--- config.mk ---
export PLATFORM = sky130hd
export DESIGN_NAME = doubly_linked_list_with_cursor
export DESIGN_NICKNAME = d
export VERILOG_FILES = /design/src/sv/dllc_pkg.sv /design/src/sv/doubly_linked_list_with_cursor.sv /design/src/sv/dllc_in_stage.sv /design/src/sv/dllc_core.sv /design/src/sv/dllc_out_stage.sv
export SDC_FILE = /design/constraint.sdc
export NUM_CORES = 2
export LEC_CHECK = 0
export BUFFER_PORTS_ARGS = -buffer_cell sky130_fd_sc_hd__buf_2
export CAP_MARGIN = 0
export CORE_UTILIZATION = 45
export CTS_CLUSTER_SIZE = 12
export DETAILED_ROUTE_END_ITERATION = 7
export PLACE_DENSITY = 0.62
export SYNTH_ARGS = -nofsm -noshare
export SYNTH_HDL_FRONTEND = slang
export SYNTH_SLANG_ARGS = --single-unit
--- constraint.sdc ---
create_clock -name clk -period 6.5 [get_ports clk]
set_input_delay 0.65 -clock clk [delete_from_list [all_inputs] [get_ports clk]]
set_output_delay 0.65 -clock clk [all_outputs]
set_load 0.005 [all_outputs]
--- src/sv/dllc_pkg.sv ---
// ----------------------------------------------------------------------------
// dllc_pkg
// Shared types and constants for the doubly linked list with cursor: the
// command codes, the fixed field widths and the item structures that pass
// between the pipeline stages.
// ----------------------------------------------------------------------------
`default_nettype none

package dllc_pkg;

  localparam int CMD_W   = 4;
  localparam int FIELD_W = 32;
  localparam int COUNT_W = 5;

  typedef logic [FIELD_W-1:0] word_t;
  typedef logic [COUNT_W-1:0] count_t;

  typedef enum logic [CMD_W-1:0] {
    CMD_CLEAR      = 4'd0,
    CMD_INS_HEAD   = 4'd1,
    CMD_INS_TAIL   = 4'd2,
    CMD_CUR_HEAD   = 4'd3,
    CMD_CUR_TAIL   = 4'd4,
    CMD_DEL_HEAD   = 4'd5,
    CMD_DEL_TAIL   = 4'd6,
    CMD_DEL_AFTER  = 4'd7,
    CMD_DEL_BEFORE = 4'd8,
    CMD_INS_AFTER  = 4'd9,
    CMD_INS_BEFORE = 4'd10,
    CMD_OVERWRITE  = 4'd11,
    CMD_NEXT       = 4'd12,
    CMD_PREV       = 4'd13,
    CMD_QUERY      = 4'd14
  } cmd_t;

  typedef struct packed {
    logic [CMD_W-1:0] cmd;
    word_t            value;
  } item_t;

  typedef struct packed {
    logic   error_code;
    logic   list_empty;
    logic   cursor_active;
    word_t  head_value;
    word_t  tail_value;
    word_t  cursor_value;
    count_t node_count;
  } result_t;

endpackage

`default_nettype wire

--- src/sv/doubly_linked_list_with_cursor.sv ---
// ----------------------------------------------------------------------------
// doubly_linked_list_with_cursor
// Doubly linked list of data words in a fixed node pool, with head, tail
// and cursor, driven by one command item at a time.
// ----------------------------------------------------------------------------
// The block takes one command item per clock cycle while the output is not
// stalled and presents one result item for each: the item waits in an input
// register, the list core applies it in a single pass over the register-based
// node pool (at most two chained link reads), and the result lands in an
// output register. Inserts into a full pool are dropped and flagged with
// error_code. The pool needs no clearing after reset; clear reclaims all
// nodes at once. MAX_NODES sets the pool depth and DATA_WIDTH the stored
// word width, which is at most 32 bits.
`default_nettype none

module doubly_linked_list_with_cursor #(
  parameter int MAX_NODES  = 16,
  parameter int DATA_WIDTH = 32
) (
  input  wire logic                                 clk,
  input  wire logic                                 rst,
  input  wire logic                                 in_valid,
  output logic                                      in_stall,
  input  wire logic [dllc_pkg::CMD_W-1:0]           cmd,
  input  wire logic signed [dllc_pkg::FIELD_W-1:0]  value,
  output logic                                      out_valid,
  input  wire logic                                 out_stall,
  output logic                                      error_code,
  output logic                                      list_empty,
  output logic                                      cursor_active,
  output logic signed [dllc_pkg::FIELD_W-1:0]       head_value,
  output logic signed [dllc_pkg::FIELD_W-1:0]       tail_value,
  output logic signed [dllc_pkg::FIELD_W-1:0]       cursor_value,
  output logic [dllc_pkg::COUNT_W-1:0]              node_count
);

  logic              item_full;
  logic              space;
  logic              advance;
  dllc_pkg::item_t   item;
  dllc_pkg::result_t res;

  assign advance = item_full && space;

  dllc_in_stage u_in (
    .clk      (clk),
    .rst      (rst),
    .in_valid (in_valid),
    .in_stall (in_stall),
    .cmd      (cmd),
    .value    (value),
    .take     (advance),
    .full     (item_full),
    .item     (item)
  );

  dllc_core #(
    .MAX_NODES  (MAX_NODES),
    .DATA_WIDTH (DATA_WIDTH)
  ) u_core (
    .clk  (clk),
    .rst  (rst),
    .step (advance),
    .item (item),
    .res  (res)
  );

  dllc_out_stage u_out (
    .clk           (clk),
    .rst           (rst),
    .load          (item_full),
    .res           (res),
    .space         (space),
    .out_valid     (out_valid),
    .out_stall     (out_stall),
    .error_code    (error_code),
    .list_empty    (list_empty),
    .cursor_active (cursor_active),
    .head_value    (head_value),
    .tail_value    (tail_value),
    .cursor_value  (cursor_value),
    .node_count    (node_count)
  );

endmodule

`default_nettype wire

--- src/sv/dllc_in_stage.sv ---
// ----------------------------------------------------------------------------
// dllc_in_stage
// Input register. Captures one command item and holds it until the list
// core has applied it.
// ----------------------------------------------------------------------------
`default_nettype none

module dllc_in_stage (
  input  wire logic                          clk,
  input  wire logic                          rst,
  input  wire logic                          in_valid,
  output logic                               in_stall,
  input  wire logic [dllc_pkg::CMD_W-1:0]    cmd,
  input  wire logic signed [dllc_pkg::FIELD_W-1:0] value,
  input  wire logic                          take,
  output logic                               full,
  output dllc_pkg::item_t                    item
);

  assign in_stall = full && !take;

  always_ff @(posedge clk) begin
    if (rst) begin
      full <= 1'b0;
    end else if (!in_stall) begin
      full <= in_valid;
    end
  end

  always_ff @(posedge clk) begin
    if (!in_stall && in_valid) begin
      item.cmd   <= cmd;
      item.value <= value;
    end
  end

endmodule

`default_nettype wire

--- src/sv/dllc_core.sv ---
// ----------------------------------------------------------------------------
// dllc_core
// List state and node pool. Applies one command per step in a single pass
// and forms the result from the state after the step.
// ----------------------------------------------------------------------------
`default_nettype none

module dllc_core #(
  parameter int MAX_NODES  = 16,
  parameter int DATA_WIDTH = 32
) (
  input  wire logic         clk,
  input  wire logic         rst,
  input  wire logic         step,
  input  dllc_pkg::item_t   item,
  output dllc_pkg::result_t res
);

  localparam int IW = $clog2(MAX_NODES + 1);
  localparam int PW = $clog2(MAX_NODES);
  localparam int SW = (DATA_WIDTH < dllc_pkg::FIELD_W) ? DATA_WIDTH : dllc_pkg::FIELD_W;
  localparam logic [IW-1:0] NIL = IW'(MAX_NODES);

  logic [SW-1:0] pool_data [MAX_NODES];
  logic [IW-1:0] pool_next [MAX_NODES];
  logic [IW-1:0] pool_prev [MAX_NODES];

  logic [IW-1:0] head, tail, cursor, free_head, fresh, count;
  logic [IW-1:0] head_next, tail_next, cursor_next, free_head_next, fresh_next, count_next;

  logic          act;
  logic [IW-1:0] cur_fwd, cur_bwd, cur_sel;
  logic          do_clr, do_ins, do_del, do_ovw;
  logic [IW-1:0] ins_p, ins_q, del_node, del_prev, del_next;
  logic          from_free, alloc_ok, ins_ok, del_ok, err;
  logic [IW-1:0] alloc_node;

  logic          data_we;
  logic [IW-1:0] data_idx;
  logic [SW-1:0] data_val;
  logic          na_we, nb_we, pa_we, pb_we;
  logic [IW-1:0] na_idx, nb_idx, pa_idx, pb_idx;
  logic [IW-1:0] na_val, nb_val, pa_val, pb_val;

  function automatic logic is_node(input logic [IW-1:0] i);
    return i < NIL;
  endfunction

  function automatic logic [IW-1:0] link_next(input logic [IW-1:0] i);
    return is_node(i) ? pool_next[i[PW-1:0]] : NIL;
  endfunction

  function automatic logic [IW-1:0] link_prev(input logic [IW-1:0] i);
    return is_node(i) ? pool_prev[i[PW-1:0]] : NIL;
  endfunction

  function automatic logic [SW-1:0] read_after(input logic [IW-1:0] i);
    if (!is_node(i)) return '0;
    if (data_we && data_idx == i) return data_val;
    return pool_data[i[PW-1:0]];
  endfunction

  assign act     = is_node(cursor);
  assign cur_fwd = link_next(cursor);
  assign cur_bwd = link_prev(cursor);

  always_comb begin
    do_clr   = 1'b0;
    do_ins   = 1'b0;
    do_del   = 1'b0;
    do_ovw   = 1'b0;
    ins_p    = NIL;
    ins_q    = NIL;
    del_node = NIL;
    cur_sel  = cursor;
    case (item.cmd)
      dllc_pkg::CMD_CLEAR: begin
        do_clr = 1'b1;
      end
      dllc_pkg::CMD_INS_HEAD: begin
        do_ins = 1'b1;
        ins_q  = head;
      end
      dllc_pkg::CMD_INS_TAIL: begin
        do_ins = 1'b1;
        ins_p  = tail;
      end
      dllc_pkg::CMD_CUR_HEAD: begin
        cur_sel = head;
      end
      dllc_pkg::CMD_CUR_TAIL: begin
        cur_sel = tail;
      end
      dllc_pkg::CMD_DEL_HEAD: begin
        if (cursor == head) cur_sel = NIL;
        do_del   = 1'b1;
        del_node = head;
      end
      dllc_pkg::CMD_DEL_TAIL: begin
        if (cursor == tail) cur_sel = NIL;
        do_del   = 1'b1;
        del_node = tail;
      end
      dllc_pkg::CMD_DEL_AFTER: begin
        do_del   = act;
        del_node = cur_fwd;
      end
      dllc_pkg::CMD_DEL_BEFORE: begin
        do_del   = act;
        del_node = cur_bwd;
      end
      dllc_pkg::CMD_INS_AFTER: begin
        do_ins = act;
        ins_p  = cursor;
        ins_q  = cur_fwd;
      end
      dllc_pkg::CMD_INS_BEFORE: begin
        do_ins = act;
        ins_p  = cur_bwd;
        ins_q  = cursor;
      end
      dllc_pkg::CMD_OVERWRITE: begin
        do_ovw = act;
      end
      dllc_pkg::CMD_NEXT: begin
        if (act) cur_sel = cur_fwd;
      end
      dllc_pkg::CMD_PREV: begin
        if (act) cur_sel = cur_bwd;
      end
      default: begin
      end
    endcase
  end

  assign del_ok     = do_del && is_node(del_node);
  assign del_prev   = link_prev(del_node);
  assign del_next   = link_next(del_node);
  assign from_free  = is_node(free_head);
  assign alloc_ok   = from_free || (fresh < NIL);
  assign alloc_node = from_free ? free_head : fresh;
  assign ins_ok     = do_ins && alloc_ok;
  assign err        = do_ins && !alloc_ok;

  always_comb begin
    head_next      = head;
    tail_next      = tail;
    cursor_next    = cur_sel;
    free_head_next = free_head;
    fresh_next     = fresh;
    count_next     = count;
    data_we        = 1'b0;
    data_idx       = '0;
    data_val       = item.value[SW-1:0];
    na_we          = 1'b0;
    na_idx         = '0;
    na_val         = '0;
    nb_we          = 1'b0;
    nb_idx         = '0;
    nb_val         = '0;
    pa_we          = 1'b0;
    pa_idx         = '0;
    pa_val         = '0;
    pb_we          = 1'b0;
    pb_idx         = '0;
    pb_val         = '0;
    if (do_clr) begin
      head_next      = NIL;
      tail_next      = NIL;
      cursor_next    = NIL;
      free_head_next = NIL;
      fresh_next     = '0;
      count_next     = '0;
    end else if (ins_ok) begin
      if (from_free) begin
        free_head_next = link_next(free_head);
      end else begin
        fresh_next = fresh + IW'(1);
      end
      data_we  = 1'b1;
      data_idx = alloc_node;
      na_we    = 1'b1;
      na_idx   = alloc_node;
      na_val   = ins_q;
      pa_we    = 1'b1;
      pa_idx   = alloc_node;
      pa_val   = ins_p;
      if (ins_p == NIL) begin
        head_next = alloc_node;
      end else begin
        nb_we  = is_node(ins_p);
        nb_idx = ins_p;
        nb_val = alloc_node;
      end
      if (ins_q == NIL) begin
        tail_next = alloc_node;
      end else begin
        pb_we  = is_node(ins_q);
        pb_idx = ins_q;
        pb_val = alloc_node;
      end
      count_next = count + IW'(1);
    end else if (del_ok) begin
      if (del_prev == NIL) begin
        head_next = del_next;
      end else begin
        nb_we  = is_node(del_prev);
        nb_idx = del_prev;
        nb_val = del_next;
      end
      if (del_next == NIL) begin
        tail_next = del_prev;
      end else begin
        pb_we  = is_node(del_next);
        pb_idx = del_next;
        pb_val = del_prev;
      end
      na_we          = 1'b1;
      na_idx         = del_node;
      na_val         = free_head;
      free_head_next = del_node;
      if (count != '0) count_next = count - IW'(1);
    end else if (do_ovw) begin
      data_we  = 1'b1;
      data_idx = cursor;
    end
  end

  always_comb begin
    res.error_code    = err;
    res.list_empty    = !is_node(head_next);
    res.cursor_active = is_node(cursor_next);
    res.head_value    = dllc_pkg::word_t'(read_after(head_next));
    res.tail_value    = dllc_pkg::word_t'(read_after(tail_next));
    res.cursor_value  = dllc_pkg::word_t'(read_after(cursor_next));
    res.node_count    = dllc_pkg::count_t'(count_next);
  end

  always_ff @(posedge clk) begin
    if (rst) begin
      head      <= NIL;
      tail      <= NIL;
      cursor    <= NIL;
      free_head <= NIL;
      fresh     <= '0;
      count     <= '0;
    end else if (step) begin
      head      <= head_next;
      tail      <= tail_next;
      cursor    <= cursor_next;
      free_head <= free_head_next;
      fresh     <= fresh_next;
      count     <= count_next;
    end
  end

  // The released node's own link is written last so that it wins on a clash.
  always_ff @(posedge clk) begin
    if (step) begin
      if (data_we) pool_data[data_idx[PW-1:0]] <= data_val;
      if (nb_we) pool_next[nb_idx[PW-1:0]] <= nb_val;
      if (na_we) pool_next[na_idx[PW-1:0]] <= na_val;
      if (pb_we) pool_prev[pb_idx[PW-1:0]] <= pb_val;
      if (pa_we) pool_prev[pa_idx[PW-1:0]] <= pa_val;
    end
  end

  a_count_range: assert property (@(posedge clk) disable iff (rst)
    count <= NIL && fresh <= NIL)
    else $error("node count or fresh pointer beyond the pool size");

  a_ends_agree: assert property (@(posedge clk) disable iff (rst)
    ((head == NIL) == (tail == NIL)) && ((head == NIL) == (count == '0)))
    else $error("head, tail and node count disagree about an empty list");

  a_cursor_in_list: assert property (@(posedge clk) disable iff (rst)
    (cursor < NIL) |-> (head < NIL))
    else $error("cursor active on an empty list");

  a_drop_keeps_count: assert property (@(posedge clk) disable iff (rst)
    (step && err) |=> (count == $past(count) && fresh == $past(fresh)))
    else $error("dropped insert changed the pool");

endmodule

`default_nettype wire

--- src/sv/dllc_out_stage.sv ---
// ----------------------------------------------------------------------------
// dllc_out_stage
// Result register. Holds one result item until the receiving side takes it.
// ----------------------------------------------------------------------------
`default_nettype none

module dllc_out_stage (
  input  wire logic                          clk,
  input  wire logic                          rst,
  input  wire logic                          load,
  input  dllc_pkg::result_t                  res,
  output logic                               space,
  output logic                               out_valid,
  input  wire logic                          out_stall,
  output logic                               error_code,
  output logic                               list_empty,
  output logic                               cursor_active,
  output logic signed [dllc_pkg::FIELD_W-1:0] head_value,
  output logic signed [dllc_pkg::FIELD_W-1:0] tail_value,
  output logic signed [dllc_pkg::FIELD_W-1:0] cursor_value,
  output logic [dllc_pkg::COUNT_W-1:0]        node_count
);

  dllc_pkg::result_t held;

  assign space = !out_valid || !out_stall;

  always_ff @(posedge clk) begin
    if (rst) begin
      out_valid <= 1'b0;
    end else if (space) begin
      out_valid <= load;
    end
  end

  always_ff @(posedge clk) begin
    if (space && load) begin
      held <= res;
    end
  end

  assign error_code    = held.error_code;
  assign list_empty    = held.list_empty;
  assign cursor_active = held.cursor_active;
  assign head_value    = held.head_value;
  assign tail_value    = held.tail_value;
  assign cursor_value  = held.cursor_value;
  assign node_count    = held.node_count;

endmodule

`default_nettype wire
==> results.json <==
{
  "status": "completed",
  "ir_worst_vdd_v": 0.0002876,
  "synthTopCellsByCount": "edfxtp_1 (812), nand2_1 (619), a21oi_1 (418)",
  "hold_class": "in2reg",
  "reg2reg_slack_ps": 230,
  "io_buffers": 145,
  "setup_viol": 0,
  "cts_sinks": 852,
  "use_met3_pct": 5.968,
  "wl_per_cell_um": 30.01,
  "layout_min_cycle_time_ps": 6273,
  "met1_usage_pct": 42.77,
  "fillCellCount": 9049,
  "cts_setup_buffers": 0,
  "p_total_w": 0.01329,
  "syn_to_final_growth_pct": 14.08,
  "die_w_um": 329.5,
  "power.leakage_nw": 18.57,
  "end_kind": "flip-flop",
  "die_h_um": 329.5,
  "fp.coreArea_mm2": 0.1059,
  "gr-total-overflow": 0,
  "critPathArrivalTime_ps": 6690,
  "placed_cell_area_mm2": 0.05195,
  "path_class": "reg2reg",
  "synthesis.nets": 4227,
  "worstRegToRegCells": 17,
  "synth_warnings": 0,
  "multi_input_area_mm2": 0.02168,
  "wirelength_um": 172500,
  "n_antenna_cell": 0,
  "yosysSeqAreaShare_pct": 52.17,
  "yosysTopAreaCell": "edfxtp_1",
  "antenna_found_initial": 1,
  "drv_cap": 0,
  "initial_core_util_pct": 45.60,
  "yosys-top-cells-area": "edfxtp_1 (51%), mux2i_1 (8.3%), mux4_2 (7.0%)",
  "seqCellArea_mm2": 0.02519,
  "min_to": "u_in.item[31]$_DFFE_PP_",
  "drc": 0,
  "htree_levels": 3,
  "drt-pass1-iter-count": 6,
  "cts_tree": "yes",
  "worst_ep_required_time_ps": 6920,
  "grt_max_degree": 121,
  "synthDistinctLibCells": 90,
  "ys_ff_latch": 852,
  "drt_iter0_markers": 5276,
  "grt_setup_unrepaired": "no",
  "hold_viol_final": 0,
  "avgSynthCellArea_um2": 11.54,
  "use_met2_pct": 48.15,
  "pin_count": 146,
  "yosys.cell_count.top_type": "edfxtp_1",
  "synthArstFlopShare_pct": 0,
  "synth_edf_count": 812,
  "syn_inst": 4184,
  "tightest_slew_ps": 1083,
  "holdWs_ps": 131.2,
  "relSlewSlack_pct": 27.03,
  "clk_pin_slew_ps": 60,
  "vias": 38700,
  "r2r-end": "u_out.tail_value[4]$_SDFFCE_PP0P_",
  "tns_ps": 0,
  "final_design_area_no_fill_mm2": 0.05507,
  "clockRootBuffer": "clkbuf_16",
  "grt_pass1_vias": 36750,
  "std_cell_rows": 119,
  "grt-busiest-layer": "met2",
  "finalNetCount": 4323,
  "fin_skew_ps": 24.90,
  "syn_area_mm2": 0.04828,
  "place.gp.congestion": 0.9886,
  "crit_fanout": 54,
  "holdPathStages": 1,
  "cp-start-kind": "flip-flop",
  "final_max_slew_viol_count": 0,
  "drtAntennaViolNets": 0,
  "power_density_mw_per_mm2": 241.3,
  "dp_hpwl_um": 106500,
  "via_per_inst": 6.730,
  "synth-main-ff-cell": "edfxtp_1",
  "die-area_mm2": 0.1086,
  "hold_start": "value[31]",
  "max_freq_ghz": 0.1594,
  "grt_pass1_wl_um": 250300,
  "cts.path.max_buffers": 3,
  "cts_buffers": 98,
  "post-route-period-util_pct": 96.50,
  "final_layout_size_suffix_gt1_share_pct": 18.58,
  "gr-usage-all-layers_pct": 31.27,
  "synth_top_area_share_pct": 50.51,
  "clk-insertion-delay-late_ps": 690
}
## routing by layer
layer  wire length [µm]  vias to the layer above
met4               8305                        2
li1                   -                    16440
met3              18310                      504
met2              78470                     2585
met1              67430                    19170
met5                 13                        -
## cell type report
| cell class | count | share of cell area, % |
|---|---|---|
| sequential | 852 | 45.74 |
| multi-input combinational | 2945 | 39.36 |
| timing repair buffer | 364 | 5.961 |
| clock buffer | 112 | 4.548 |
| tap | 1391 | 3.160 |
| clock inverter | 67 | 1.095 |
| inverter | 19 | 0.1386 |
## power breakdown
group	internal, W	switching [W]	leakage, nW	total (W)
logic	0.000650	0.000998	9.60	0.00165
clock network	0.00312	0.00234	1.51	0.00546
registers	0.00608	0.000107	7.46	0.00619
total	0.00985	0.00344	18.6	0.0133
## state kept, by name, indices dropped and copies added, names as in the netlist, 32 cells and up, named ones only
name and count:
u_out.head_value 32, u_out.cursor_value 32, u_core.pool_prev 80, u_core.pool_data 512
u_core.pool_next 80, u_out.tail_value 32, u_in.item 36
## critical path, cell delays in order, from the launching register on
cell and delay [ps]:
dfxtp_2 580, buf_4 380, mux4_2 400, mux2i_1 160, nor2_1 80, a311oi_4 390, nand2_1 230, nor2_1 480
a32o_1 270, o22ai_1 180, or4_1 740, o211ai_4 370, buf_4 250, a21oi_1 80, nor4b_1 360, nand4_1 270
buf_12 300, a311oi_1 440
## worst max path at each step
stage | startpoint | end | slack [ps] | depth (start not counted)
after floorplan | flip-flop | u_out.head_value[10]$_SDFFCE_PP0P_ | 1430 | 18
after global placement | flip-flop | u_out.tail_value[13]$_SDFFCE_PP0P_ | -20 | 19
after detailed placement | flip-flop | u_out.tail_value[13]$_SDFFCE_PP0P_ | -40 | 19
after CTS | flip-flop | u_out.tail_value[4]$_SDFFCE_PP0P_ | 240 | 17
after global routing | flip-flop | u_out.tail_value[4]$_SDFFCE_PP0P_ | 9 | 17
final | flip-flop | u_out.tail_value[4]$_SDFFCE_PP0P_ | 230 | 17
## cell usage in the layout, fill, tap and decap left out, drive strengths merged, types with 20 or more instances in the layout
master | netlist | routed
nand2 | 619 | 619
and2 | 73 | 73
a22o | 66 | 66
mux4 | 151 | 151
a22oi | 20 | 20
nand4 | 32 | 32
o21ai | 88 | 88
a21oi | 419 | 419
o22a | 33 | 33
a31oi | 35 | 35
and3 | 36 | 36
clkbuf | 213 | 112
a221oi | 40 | 40
mux2 | 61 | 61
dfxtp | 40 | 40
edfxtp | 812 | 812
a211o | 67 | 67
clkinv | 0 | 48
nor3 | 23 | 23
nand2b | 20 | 20
o22ai | 41 | 41
a21o | 20 | 20
nand3 | 66 | 66
inv | 19 | 23
mux2i | 402 | 402
buf | 155 | 364
a311oi | 66 | 66
nor2 | 231 | 231
a211oi | 177 | 177
## repair_timing
action / CTS / global route
hold buffers: 0 / 0
setup endpoints to repair: 1 / 14
gates resized for setup: 2 / 2
endpoints found under the hold margin: 0 / 0
cloned: 0 / 0
## through the flow
stage / worst slack (ps) / utilization (%) / cells
4_1_cts: 244.6 / 52.02 / 5750
2_1_floorplan: 1428 / - / 4184
5_1_grt: 9.294 / 52.02 / 5750
3_5_place_dp: -41.28 / 49.07 / 5571
3_3_place_gp: -19.22 / 49.07 / 5571
6_report: 227.2 / 52.02 / 5750
## logic make-up (layout without fill, tap and decap cells)
group	Yosys count	in the layout	share of synthesized area [%]
AOI/OAI and AO/OA	1139	1139	16.25
xor gates and xnor gates	24	24	0.4354
adders and majority gates	3	3	0.07776
buffers and inverters	387	562	3.631
DFF	852	852	52.17
muxes	614	614	16.80
and+or+nand+nor	1165	1165	10.63
Note: power is estimated with default switching activity, not from simulation.
